### src/sv/ohlcagg_pkg.sv
`timescale 1ns / 1ps

package ohlcagg_pkg;

   // Field widths of the bar format.
   localparam int PRICE_WIDTH     = 32;
   localparam int STAMP_WIDTH     = 48;
   localparam int VOLUME_IN_WIDTH = 32;
   localparam int VOLUME_WIDTH    = 63;
   localparam int COUNT_WIDTH     = 16;

   // Depth of the command queue between front and back.
   localparam int QUEUE_DEPTH_DEFAULT = 4;

   // Register port.
   localparam int CSR_ADDR_WIDTH = 3;
   localparam int CSR_DATA_WIDTH = 32;
   localparam int CSR_INDEX_BIT  = 2;

   localparam logic REG_FIRST_WINDOW_LEN    = 1'b0;
   localparam logic REG_SECOND_WINDOW_RATIO = 1'b1;

   localparam logic [COUNT_WIDTH-1:0] FIRST_WINDOW_LEN_RESET    = 16'd60;
   localparam logic [COUNT_WIDTH-1:0] SECOND_WINDOW_RATIO_RESET = 16'd5;

   // Item codes.
   localparam logic REQ_CLEAR    = 1'b1;
   localparam logic LEVEL_FIRST  = 1'b0;
   localparam logic LEVEL_SECOND = 1'b1;

   // Prices at or below this value are rejected.
   localparam logic signed [PRICE_WIDTH-1:0] PRICE_ZERO = '0;

   typedef struct packed {
      logic                          req_type;
      logic signed [PRICE_WIDTH-1:0] open_in;
      logic signed [PRICE_WIDTH-1:0] high_in;
      logic signed [PRICE_WIDTH-1:0] low_in;
      logic signed [PRICE_WIDTH-1:0] close_in;
      logic [VOLUME_IN_WIDTH-1:0]    volume_in;
      logic [STAMP_WIDTH-1:0]        stamp_in;
   } req_item_type;

   typedef struct packed {
      logic                          level;
      logic signed [PRICE_WIDTH-1:0] open_out;
      logic signed [PRICE_WIDTH-1:0] high_out;
      logic signed [PRICE_WIDTH-1:0] low_out;
      logic signed [PRICE_WIDTH-1:0] close_out;
      logic [VOLUME_WIDTH-1:0]       volume_out;
      logic [STAMP_WIDTH-1:0]        stamp_out;
      logic                          last;
   } rsp_item_type;

   typedef struct packed {
      logic signed [PRICE_WIDTH-1:0] open;
      logic signed [PRICE_WIDTH-1:0] high;
      logic signed [PRICE_WIDTH-1:0] low;
      logic signed [PRICE_WIDTH-1:0] close;
      logic [VOLUME_WIDTH-1:0]       volume;
      logic [STAMP_WIDTH-1:0]        stamp;
   } bar_type;

   typedef struct packed {
      logic    clear;
      bar_type bar;
   } cmd_type;

endpackage

### src/sv/ohlcagg_front.sv
`timescale 1ns / 1ps

module ohlcagg_front (
   input  ohlcagg_pkg::req_item_type req_item,
   input  logic                      req_valid,
   output logic                      req_ready,
   input  logic                      queue_ready,
   output logic                      push,
   output ohlcagg_pkg::cmd_type      push_cmd
);
   import ohlcagg_pkg::*;

   logic is_clear;
   logic prices_ok;

   // A bar is only kept when all four prices are strictly positive.
   always_comb begin
      is_clear  = (req_item.req_type == REQ_CLEAR);
      prices_ok = ($signed(req_item.open_in) > PRICE_ZERO) &&
                  ($signed(req_item.high_in) > PRICE_ZERO) &&
                  ($signed(req_item.low_in) > PRICE_ZERO) &&
                  ($signed(req_item.close_in) > PRICE_ZERO);

      push_cmd.clear      = is_clear;
      push_cmd.bar.open   = req_item.open_in;
      push_cmd.bar.high   = req_item.high_in;
      push_cmd.bar.low    = req_item.low_in;
      push_cmd.bar.close  = req_item.close_in;
      push_cmd.bar.volume = {{(VOLUME_WIDTH - VOLUME_IN_WIDTH){1'b0}}, req_item.volume_in};
      push_cmd.bar.stamp  = req_item.stamp_in;
   end

   assign req_ready = queue_ready;
   assign push      = req_valid & queue_ready & (is_clear | prices_ok);

endmodule

### src/sv/ohlcagg_queue.sv
`timescale 1ns / 1ps

module ohlcagg_queue #(
   parameter int DEPTH = ohlcagg_pkg::QUEUE_DEPTH_DEFAULT
) (
   input  logic                 clock,
   input  logic                 reset,
   input  logic                 push,
   input  ohlcagg_pkg::cmd_type push_cmd,
   output logic                 push_ready,
   output logic                 pop_valid,
   output ohlcagg_pkg::cmd_type pop_cmd,
   input  logic                 pop
);
   import ohlcagg_pkg::*;

   localparam int PTR_WIDTH = (DEPTH > 1) ? $clog2(DEPTH) : 1;
   localparam int CNT_WIDTH = $clog2(DEPTH + 1);
   localparam logic [PTR_WIDTH-1:0] LAST_SLOT  = PTR_WIDTH'(DEPTH - 1);
   localparam logic [CNT_WIDTH-1:0] FULL_COUNT = CNT_WIDTH'(DEPTH);

   cmd_type              slot_ff [DEPTH];
   logic [PTR_WIDTH-1:0] wr_ptr_ff, wr_ptr_in;
   logic [PTR_WIDTH-1:0] rd_ptr_ff, rd_ptr_in;
   logic [CNT_WIDTH-1:0] count_ff, count_in;
   logic                 do_push;
   logic                 do_pop;

   assign push_ready = (count_ff != FULL_COUNT);
   assign pop_valid  = (count_ff != '0);
   assign pop_cmd    = slot_ff[rd_ptr_ff];

   always_comb begin
      do_push   = push & push_ready;
      do_pop    = pop & pop_valid;
      wr_ptr_in = wr_ptr_ff;
      rd_ptr_in = rd_ptr_ff;
      count_in  = count_ff;
      if (do_push) begin
         wr_ptr_in = (wr_ptr_ff == LAST_SLOT) ? '0 : wr_ptr_ff + 1'b1;
      end
      if (do_pop) begin
         rd_ptr_in = (rd_ptr_ff == LAST_SLOT) ? '0 : rd_ptr_ff + 1'b1;
      end
      if (do_push && !do_pop) begin
         count_in = count_ff + 1'b1;
      end else if (do_pop && !do_push) begin
         count_in = count_ff - 1'b1;
      end
   end

   always_ff @(posedge clock) begin
      if (reset) begin
         wr_ptr_ff <= '0;
         rd_ptr_ff <= '0;
         count_ff  <= '0;
      end else begin
         wr_ptr_ff <= wr_ptr_in;
         rd_ptr_ff <= rd_ptr_in;
         count_ff  <= count_in;
      end
   end

   always_ff @(posedge clock) begin
      if (do_push) begin
         slot_ff[wr_ptr_ff] <= push_cmd;
      end
   end

endmodule

### src/sv/ohlcagg_back.sv
`timescale 1ns / 1ps

module ohlcagg_back (
   input  logic                                    clock,
   input  logic                                    reset,
   input  logic [ohlcagg_pkg::COUNT_WIDTH-1:0]     first_window_len,
   input  logic [ohlcagg_pkg::COUNT_WIDTH-1:0]     second_window_ratio,
   input  logic                                    cmd_valid,
   input  ohlcagg_pkg::cmd_type                    cmd,
   output logic                                    cmd_pop,
   output logic                                    rsp_valid,
   input  logic                                    rsp_ready,
   output ohlcagg_pkg::rsp_item_type               rsp_item
);
   import ohlcagg_pkg::*;

   function automatic logic [VOLUME_WIDTH-1:0] sat_add(input logic [VOLUME_WIDTH-1:0] a,
                                                       input logic [VOLUME_WIDTH-1:0] b);
      logic [VOLUME_WIDTH:0] sum;
      sum = {1'b0, a} + {1'b0, b};
      return sum[VOLUME_WIDTH] ? {VOLUME_WIDTH{1'b1}} : sum[VOLUME_WIDTH-1:0];
   endfunction

   // An empty accumulator takes the bar as it is; otherwise the bar is folded in.
   function automatic bar_type merge_bar(input bar_type acc, input bar_type b,
                                         input logic fresh, input logic stamp_follows);
      bar_type r;
      r = acc;
      if (fresh) begin
         r = b;
      end else begin
         if ($signed(b.high) > $signed(acc.high)) begin
            r.high = b.high;
         end
         if ($signed(b.low) < $signed(acc.low)) begin
            r.low = b.low;
         end
         r.close  = b.close;
         r.volume = sat_add(acc.volume, b.volume);
         if (stamp_follows) begin
            r.stamp = b.stamp;
         end
      end
      return r;
   endfunction

   function automatic logic [COUNT_WIDTH-1:0] next_count(input logic [COUNT_WIDTH-1:0] c);
      return (c == {COUNT_WIDTH{1'b1}}) ? c : c + 1'b1;
   endfunction

   function automatic rsp_item_type make_rsp(input logic level, input bar_type b,
                                             input logic last);
      rsp_item_type r;
      r.level      = level;
      r.open_out   = b.open;
      r.high_out   = b.high;
      r.low_out    = b.low;
      r.close_out  = b.close;
      r.volume_out = b.volume;
      r.stamp_out  = b.stamp;
      r.last       = last;
      return r;
   endfunction

   // First-level accumulator.
   logic [COUNT_WIDTH-1:0] l1_count_ff, l1_count_in, l1_count_next;
   bar_type                l1_bar_ff, l1_bar_in, l1_merged;
   logic                   l1_full;
   logic                   s1_take;

   // Completed first-level bar (or clear) handed to the second level.
   logic    s2_valid_ff, s2_valid_in;
   logic    s2_clear_ff, s2_clear_in;
   bar_type s2_bar_ff, s2_bar_in;
   logic    s2_pop;

   // Second-level accumulator and output register.
   logic [COUNT_WIDTH-1:0] l2_count_ff, l2_count_in, l2_count_next;
   bar_type                l2_bar_ff, l2_bar_in, l2_merged;
   logic                   l2_full;
   logic                   phase_ff, phase_in;
   logic                   out_valid_ff, out_valid_in;
   rsp_item_type           out_ff, out_in;
   logic                   out_free;
   logic                   out_load;

   always_comb begin
      l2_merged     = merge_bar(l2_bar_ff, s2_bar_ff, l2_count_ff == '0, 1'b1);
      l2_count_next = next_count(l2_count_ff);
      l2_full       = (l2_count_next >= second_window_ratio);
      out_free      = !out_valid_ff | rsp_ready;

      s2_pop      = 1'b0;
      out_load    = 1'b0;
      out_in      = out_ff;
      phase_in    = phase_ff;
      l2_count_in = l2_count_ff;
      l2_bar_in   = l2_bar_ff;

      if (s2_valid_ff) begin
         if (s2_clear_ff) begin
            s2_pop      = 1'b1;
            l2_count_in = '0;
         end else if (out_free) begin
            out_load = 1'b1;
            if (phase_ff) begin
               // Second result of the item: the full second-level bar.
               out_in      = make_rsp(LEVEL_SECOND, l2_bar_ff, 1'b1);
               l2_count_in = '0;
               phase_in    = 1'b0;
               s2_pop      = 1'b1;
            end else begin
               out_in      = make_rsp(LEVEL_FIRST, s2_bar_ff, !l2_full);
               l2_bar_in   = l2_merged;
               l2_count_in = l2_count_next;
               if (l2_full) begin
                  phase_in = 1'b1;
               end else begin
                  s2_pop = 1'b1;
               end
            end
         end
      end

      if (out_load) begin
         out_valid_in = 1'b1;
      end else if (rsp_ready) begin
         out_valid_in = 1'b0;
      end else begin
         out_valid_in = out_valid_ff;
      end
   end

   always_comb begin
      l1_merged     = merge_bar(l1_bar_ff, cmd.bar, l1_count_ff == '0, 1'b0);
      l1_count_next = next_count(l1_count_ff);
      l1_full       = (l1_count_next >= first_window_len);
      s1_take       = cmd_valid & (!s2_valid_ff | s2_pop);

      l1_count_in = l1_count_ff;
      l1_bar_in   = l1_bar_ff;
      s2_valid_in = s2_valid_ff & !s2_pop;
      s2_clear_in = s2_clear_ff;
      s2_bar_in   = s2_bar_ff;

      if (s1_take) begin
         if (cmd.clear) begin
            l1_count_in = '0;
            s2_valid_in = 1'b1;
            s2_clear_in = 1'b1;
         end else if (l1_full) begin
            l1_count_in = '0;
            s2_valid_in = 1'b1;
            s2_clear_in = 1'b0;
            s2_bar_in   = l1_merged;
         end else begin
            l1_count_in = l1_count_next;
            l1_bar_in   = l1_merged;
         end
      end
   end

   assign cmd_pop   = s1_take;
   assign rsp_valid = out_valid_ff;
   assign rsp_item  = out_ff;

   always_ff @(posedge clock) begin
      if (reset) begin
         l1_count_ff  <= '0;
         l2_count_ff  <= '0;
         s2_valid_ff  <= 1'b0;
         phase_ff     <= 1'b0;
         out_valid_ff <= 1'b0;
      end else begin
         l1_count_ff  <= l1_count_in;
         l2_count_ff  <= l2_count_in;
         s2_valid_ff  <= s2_valid_in;
         phase_ff     <= phase_in;
         out_valid_ff <= out_valid_in;
      end
   end

   always_ff @(posedge clock) begin
      l1_bar_ff   <= l1_bar_in;
      l2_bar_ff   <= l2_bar_in;
      s2_clear_ff <= s2_clear_in;
      s2_bar_ff   <= s2_bar_in;
      out_ff      <= out_in;
   end

endmodule

### src/sv/two_level_ohlc_bar_aggregator_core.sv
`timescale 1ns / 1ps

// Two-level OHLC bar aggregator.
// The req channel carries one item per handshake: a price bar or a clear request.
// Bars with any price at or below zero are dropped at the input and cause no result.
// Kept bars merge into a first-level bar; after first_window_len bars it is sent on
// the rsp channel with level 0 and merged into a second-level bar, which is sent
// with level 1 after second_window_ratio first-level bars. The last flag marks the
// final result that an item causes.
// Throughput is one item per cycle while the receiver keeps up; an item that
// completes both levels holds the output until both of its results are sent, one
// per level. On the way to rsp a result passes the command queue, the first-level
// stage and the output register; the level 1 result follows the level 0 result.
// When the receiver stalls, results wait in the output register, the back end
// stops, and the four-entry command queue keeps taking items until it fills.
// Reset empties the queue and both accumulators and loads the window registers
// with 60 and 5. The registers sit on the APB port at byte addresses 0 and 4;
// write them only while the block is idle.
module two_level_ohlc_bar_aggregator_core #(
   parameter int QUEUE_DEPTH = ohlcagg_pkg::QUEUE_DEPTH_DEFAULT
) (
   input  logic                                    clock,
   input  logic                                    reset,
   input  logic                                    req_valid,
   output logic                                    req_ready,
   input  ohlcagg_pkg::req_item_type               req_item,
   output logic                                    rsp_valid,
   input  logic                                    rsp_ready,
   output ohlcagg_pkg::rsp_item_type               rsp_item,
   input  logic                                    psel,
   input  logic                                    penable,
   input  logic                                    pwrite,
   input  logic [ohlcagg_pkg::CSR_ADDR_WIDTH-1:0]  paddr,
   input  logic [ohlcagg_pkg::CSR_DATA_WIDTH-1:0]  pwdata,
   output logic [ohlcagg_pkg::CSR_DATA_WIDTH-1:0]  prdata,
   output logic                                    pready
);
   import ohlcagg_pkg::*;

   // Window registers.
   logic [COUNT_WIDTH-1:0] first_window_len_ff, first_window_len_in;
   logic [COUNT_WIDTH-1:0] second_window_ratio_ff, second_window_ratio_in;
   logic                   csr_write;

   // Front to queue, queue to back.
   logic    push;
   logic    queue_ready;
   cmd_type push_cmd;
   logic    cmd_valid;
   cmd_type cmd;
   logic    cmd_pop;

   // The register port never inserts wait states. Only address bit 2 selects a
   // register, so every address maps onto one of the two.
   assign pready    = 1'b1;
   assign csr_write = psel & penable & pwrite;

   always_comb begin
      first_window_len_in    = first_window_len_ff;
      second_window_ratio_in = second_window_ratio_ff;
      if (csr_write) begin
         case (paddr[CSR_INDEX_BIT])
            REG_FIRST_WINDOW_LEN: begin
               first_window_len_in = pwdata[COUNT_WIDTH-1:0];
            end
            REG_SECOND_WINDOW_RATIO: begin
               second_window_ratio_in = pwdata[COUNT_WIDTH-1:0];
            end
            default: begin
               first_window_len_in = first_window_len_ff;
            end
         endcase
      end
   end

   always_comb begin
      case (paddr[CSR_INDEX_BIT])
         REG_FIRST_WINDOW_LEN: begin
            prdata = {{(CSR_DATA_WIDTH - COUNT_WIDTH){1'b0}}, first_window_len_ff};
         end
         REG_SECOND_WINDOW_RATIO: begin
            prdata = {{(CSR_DATA_WIDTH - COUNT_WIDTH){1'b0}}, second_window_ratio_ff};
         end
         default: begin
            prdata = '0;
         end
      endcase
   end

   always_ff @(posedge clock) begin
      if (reset) begin
         first_window_len_ff    <= FIRST_WINDOW_LEN_RESET;
         second_window_ratio_ff <= SECOND_WINDOW_RATIO_RESET;
      end else begin
         first_window_len_ff    <= first_window_len_in;
         second_window_ratio_ff <= second_window_ratio_in;
      end
   end

   // The front end screens items and turns them into queue commands.
   ohlcagg_front u_front (
      .req_item    (req_item),
      .req_valid   (req_valid),
      .req_ready   (req_ready),
      .queue_ready (queue_ready),
      .push        (push),
      .push_cmd    (push_cmd)
   );

   ohlcagg_queue #(
      .DEPTH (QUEUE_DEPTH)
   ) u_queue (
      .clock      (clock),
      .reset      (reset),
      .push       (push),
      .push_cmd   (push_cmd),
      .push_ready (queue_ready),
      .pop_valid  (cmd_valid),
      .pop_cmd    (cmd),
      .pop        (cmd_pop)
   );

   // The back end holds both accumulators and the output register.
   ohlcagg_back u_back (
      .clock               (clock),
      .reset               (reset),
      .first_window_len    (first_window_len_ff),
      .second_window_ratio (second_window_ratio_ff),
      .cmd_valid           (cmd_valid),
      .cmd                 (cmd),
      .cmd_pop             (cmd_pop),
      .rsp_valid           (rsp_valid),
      .rsp_ready           (rsp_ready),
      .rsp_item            (rsp_item)
   );

endmodule
### config.mk
export PLATFORM = sky130hd
export DESIGN_NAME = two_level_ohlc_bar_aggregator_core
export DESIGN_NICKNAME = d
export VERILOG_FILES = /design/src/sv/ohlcagg_pkg.sv /design/src/sv/ohlcagg_front.sv /design/src/sv/ohlcagg_queue.sv /design/src/sv/ohlcagg_back.sv /design/src/sv/two_level_ohlc_bar_aggregator_core.sv
export SDC_FILE = /design/constraint.sdc
export NUM_CORES = 2
export LEC_CHECK = 0
export ABC_AREA = 1
export BUFFER_PORTS_ARGS = -buffer_cell sky130_fd_sc_hd__buf_2
export CAP_MARGIN = 40
export CORE_MARGIN = 5
export CORE_UTILIZATION = 55
export CTS_BUF_LIST = sky130_fd_sc_hd__clkbuf_16
export CTS_CLUSTER_DIAMETER = 200
export DETAILED_ROUTE_END_ITERATION = 8
export PLACE_DENSITY = 0.8
export SLEW_MARGIN = 5
export SYNTH_ARGS = -nofsm -noshare
export SYNTH_HDL_FRONTEND = slang
export SYNTH_HIERARCHICAL = 1
export SYNTH_SLANG_ARGS = --single-unit
export TNS_END_PERCENT = 20
### constraint.sdc
create_clock -name clock -period 18.4 [get_ports clock]
set_clock_uncertainty 0.15 [all_clocks]
set_input_delay 1.84 -clock clock [delete_from_list [all_inputs] [get_ports clock]]
set_output_delay 1.84 -clock clock [all_outputs]
set_load 0.02 [all_outputs]
==> tab_implementation.tex <==
\begin{tabular}{lr}
\hline
Metric & Value \\
\hline
\multicolumn{2}{l}{\textbf{Clocking}} \\
CTS Buf Count & 197 \\
Cells resized by post-CTS repair & 0 \\
CTS tree & done \\
CTS hold repair buffers & 0 \\
Total number of H-tree levels & 4 \\
Register clock-pin slew on the reported worst setup and hold paths & 60 ps \\
Max clock buf depth & 3 \\
CTS sink cnt & 1963 \\
Library cell used as clock root buffer & clkbuf\_16 \\
Setup Fix Bufs, Post-CTS & 0 \\
Source-to-sink clock delay at the later pin of the worst-skew pair & 870 ps \\
\multicolumn{2}{l}{\textbf{Floorplanning}} \\
Vertical die dimension & 418 um \\
Initial core utilization & 55.5\% \\
Number of top-level design ports & 527 \\
Std cell rows & 149 \\
Area enclosed by the die boundary & 175000 sq um \\
Placeable core area & 165000 sq um \\
Die Width & 418 um \\
\multicolumn{2}{l}{\textbf{Route}} \\
Final wirelength & 247000 um \\
Number of DRC markers after the initial detailed-route iteration & 6900 \\
Per-cell routed wire length & 21.3 um \\
Via-to-Cell Ratio & 5.65 \\
DRC viols & 0 \\
Iteration count of the initial detailed-routing pass & 7 \\
Final ANT Viol Nets & 0 \\
Via count & 65400 \\
\multicolumn{2}{l}{\textbf{Pwr}} \\
Total chip power & 17.0 mW \\
VDD IR max & 0.000138 V \\
Reported leakage power & 40.9 nW \\
Pwr Density & 168 nW/um\^{}2 \\
\multicolumn{2}{l}{\textbf{Global route}} \\
Initial antenna violation count & 84 \\
Via count of the first global-routing pass & 63500 \\
Remaining global-route overflow & 0 \\
Pin count of the biggest net entering global routing & 170 \\
GRT Overall Usage & 27.5\% \\
First-pass GRT wire length & 369000 um \\
\multicolumn{2}{l}{\textbf{Cells and area}} \\
Post-route design area & 102000 sq um \\
Fillers & 12900 \\
Growth of design area from synthesis to finish & 10.7\% \\
Share of post-route cells with drive strength above 1 & 10.9\% \\
Final nets & 9717 \\
\multicolumn{2}{l}{\textbf{Synth}} \\
Top cells by area, synth & edfxtp\_1, nand2\_1, nor2\_1, ha\_1, o21ai\_0 \\
Mean instance size in the synthesized netlist & 10.3 sq um \\
Synth area leader & edfxtp\_1 \\
Sequential element share of the synthesized area & 63.4\% \\
Synth Flop Type & edfxtp\_1 \\
Register bit total from synthesis & 1963 \\
Distinct cells, synth & 50 \\
Proportion of netlist area held by the largest area contributor & 61.8\% \\
Netlist area before placement & 91700 sq um \\
Number of cells produced by synthesis & 8917 \\
Total number of yosys warnings & 6 \\
Share of flip-flops with an asynchronous set or reset after synthesis & 0\% \\
EDFF count, synth & 1887 \\
\multicolumn{2}{l}{\textbf{Worst setup path}} \\
CP delay by family, top & simple AND/OR/NAND/NOR gates \\
Worst r2r path cells & 26 \\
Critical-path top delay cell & buf\_4 \\
Required time of the worst setup path & 18730 ps \\
Most common cell on crit path & nand2\_1 \\
Worst path max stage delay & 770 ps \\
Startpoint type of the worst setup path & flop \\
Arrival time at the worst endpoint & 7540 ps \\
RR Endpoint & u\_back/s2\_bar\_ff[125]\$\_DFFE\_PP\_ \\
Largest fanout on the critical path & 59 \\
Launch instance of the worst register-to-register path & u\_back/l2\_count\_ff[0]\$\_SDFFE\_PP0P\_ \\
Worst path buffer plus inverter count & 6 \\
Capturing element type of the critical path & flop \\
Worst setup path class & flop to flop \\
Internal reg-to-reg setup slack & 11190 ps \\
\multicolumn{2}{l}{\textbf{Place}} \\
RePlAce Congestion & 0.959 \\
Post-detailed-placement half-perimeter wirelength & 165000 um \\
Post-Place Cell Area & 94800 sq um \\
Port-buffer cells & 491 \\
\multicolumn{2}{l}{\textbf{STA}} \\
Tightest slew margin relative to the limit & 21.6\% \\
Highest achievable clock rate & 0.139 GHz \\
Setup violation total in the final timing report & 0 \\
Transition at the pin with the smallest max-transition slack & 1180 ps \\
Post-route fraction of the period consumed by the critical path & 39.2\% \\
Final-layout setup total negative slack & 0 ps \\
RSZ-0062 raised after global routing & false \\
Final critical-path required period & 7210 ps \\
Pins Over Slew Limit & 0 \\
Final hold violation count & 0 \\
\multicolumn{2}{l}{\textbf{Flow run}} \\
Number of maximum-capacitance violations & 0 \\
\multicolumn{2}{l}{\textbf{Worst hold path}} \\
Hold Path End & u\_back/l2\_bar\_ff[47]\$\_DFFE\_PP\_ \\
Hold Path Class & flop to flop \\
Startpoint of the most critical hold path & u\_back/s2\_bar\_ff[47]\$\_DFFE\_PP\_ \\
Cells on Worst Hold Path & 0 \\
\multicolumn{2}{l}{\textbf{Run status}} \\
Status & finished, final reports clean \\
\hline
\end{tabular}
[cells in the mapped netlist, types with 2 or more instances]
| cell | count |
|---|---|
| a21boi_0 | 2 |
| a21o_1 | 6 |
| a21oi_1 | 267 |
| a21oi_2 | 52 |
| a31oi_1 | 15 |
| and2_1 | 4 |
| and3_1 | 2 |
| buf_1 | 8 |
| buf_2 | 90 |
| buf_4 | 267 |
| buf_6 | 16 |
| clkbuf_1 | 180 |
| clkinv_1 | 3 |
| conb_1 | 3 |
| dfxtp_1 | 76 |
| edfxtp_1 | 1887 |
| fa_1 | 3 |
| ha_1 | 294 |
| inv_1 | 807 |
| inv_2 | 16 |
| inv_4 | 3 |
| nand2_1 | 2130 |
| nand2_2 | 21 |
| nand2_4 | 3 |
| nand3_1 | 276 |
| nand3_2 | 6 |
| nand3b_1 | 15 |
| nand4_1 | 86 |
| nor2_1 | 1304 |
| nor2_2 | 10 |
| nor2_4 | 4 |
| nor3_1 | 39 |
| nor3_2 | 5 |
| nor4_1 | 16 |
| o21a_1 | 7 |
| o21ai_0 | 612 |
| o21ai_1 | 18 |
| o21bai_1 | 28 |
| o22ai_1 | 240 |
| or2_2 | 14 |
| xnor2_1 | 55 |
| xor2_1 | 19 |
[layer usage]
layer	wire length, um	global-route usage (%)	part of all wire (%)
met1	94600	34.7	38
met2	118000	45.4	48
met3	18900	4.54	7.7
met4	15100	15.5	6.1
met5	264	0	0.11
[cell families after synthesis]
group	after synthesis	share of synthesized area (%)
flip-flops	1963	63.4
other	3	0.0123
adder cells (fa/ha/maj)	297	4.08
XOR/XNOR	74	0.707
AO/OA/AOI/OAI	1251	7.52
buffers and inverters	1390	7.04
AND/OR/NAND/NOR	3939	17.2
[layout make-up]
class / instances / area, sq um / share of cell area, %
Antenna cell: 57 / 143 / 0.140
Clock buffer: 199 / 4980 / 4.90
Clock inverter: 171 / 1600 / 1.58
Inverter: 829 / 3150 / 3.10
Multi-Input combinational cell: 5609 / 27300 / 26.9
Sequential cell: 1963 / 58200 / 57.3
Tap cell: 2189 / 2740 / 2.70
Timing Repair Buffer: 569 / 3400 / 3.35
[sequential cells by signal (all words and copies together) (netlist names), 2 cells and up, named ones only]
name                    count
first_window_len_ff        16
second_window_ratio_ff     16
u_back/l1_bar_ff          207
u_back/l1_count_ff         16
u_back/l2_bar_ff          239
u_back/l2_count_ff         16
u_back/rsp_item           241
u_back/s2_bar_ff          239
u_queue/count_ff            3
u_queue/rd_ptr_ff           2
u_queue/slot_ff           960
u_queue/wr_ptr_ff           2
[how the worst max path moves through the flow]
stage | from | endpoint | slack [ps] | depth (start not counted)
after floorplan | u_back/l2_count_ff[0]$_SDFFE_PP0P_ | u_back/l1_bar_ff[0]$_DFFE_PP_ | 600 | 20
after global placement | u_back/l2_count_ff[0]$_SDFFE_PP0P_ | u_back/s2_bar_ff[0]$_DFFE_PP_ | 10930 | 26
after detailed placement | u_back/l2_count_ff[0]$_SDFFE_PP0P_ | u_back/s2_bar_ff[0]$_DFFE_PP_ | 11250 | 26
after CTS | u_back/l2_count_ff[0]$_SDFFE_PP0P_ | u_back/s2_bar_ff[2]$_DFFE_PP_ | 11240 | 26
after global routing | u_back/l2_count_ff[0]$_SDFFE_PP0P_ | u_back/s2_bar_ff[124]$_DFFE_PP_ | 10730 | 26
final | u_back/l2_count_ff[0]$_SDFFE_PP0P_ | u_back/s2_bar_ff[125]$_DFFE_PP_ | 11190 | 26
[layout by cell type (no fill, tap or decap), types with 16 or more instances in the layout]
master and count:
xnor2_1 55, ha_1 294, diode_2 57, clkinv_2 39
edfxtp_1 1887, a21oi_2 52, inv_1 839, buf_4 56
o21ai_1 18, conb_1 48, bufinv_16 22, o21bai_1 28
clkbuf_16 199, nor4_1 16, nor3_1 38, xor2_1 19
nor2_1 1297, clkinv_1 42, o22ai_1 239, a21oi_1 267
o21ai_0 612, nand3_1 276, buf_2 491, nand2_2 21
nand2_1 2129, nand4_1 86, dfxtp_1 73
[through the flow]
| step | setup WS (ps) | cells | util (%) | hold WS [ps] |
|---|---|---|---|---|
| after floorplan | 602 | 8962 | - | 256 |
| after global placement | 10930 | 11100 | 57.1 | 278 |
| after detailed placement | 11250 | 11200 | 57.3 | 283 |
| after CTS | 11240 | 11500 | 61.3 | 298 |
| after global routing | 10730 | 11600 | 61.4 | 307 |
| final | 11190 | 11600 | 61.4 | 293 |
[where the power goes]
group | leakage (nW) | switching [mW] | internal, mW | total [mW]
Combinational | 19.8 | 4.85 | 1.92 | 6.77
Clock | 3.34 | 1.74 | 2.30 | 4.04
Sequential | 17.8 | 0.231 | 5.98 | 6.22
Total | 40.9 | 6.82 | 10.2 | 17.0
Power figures use the tool's default switching activity.
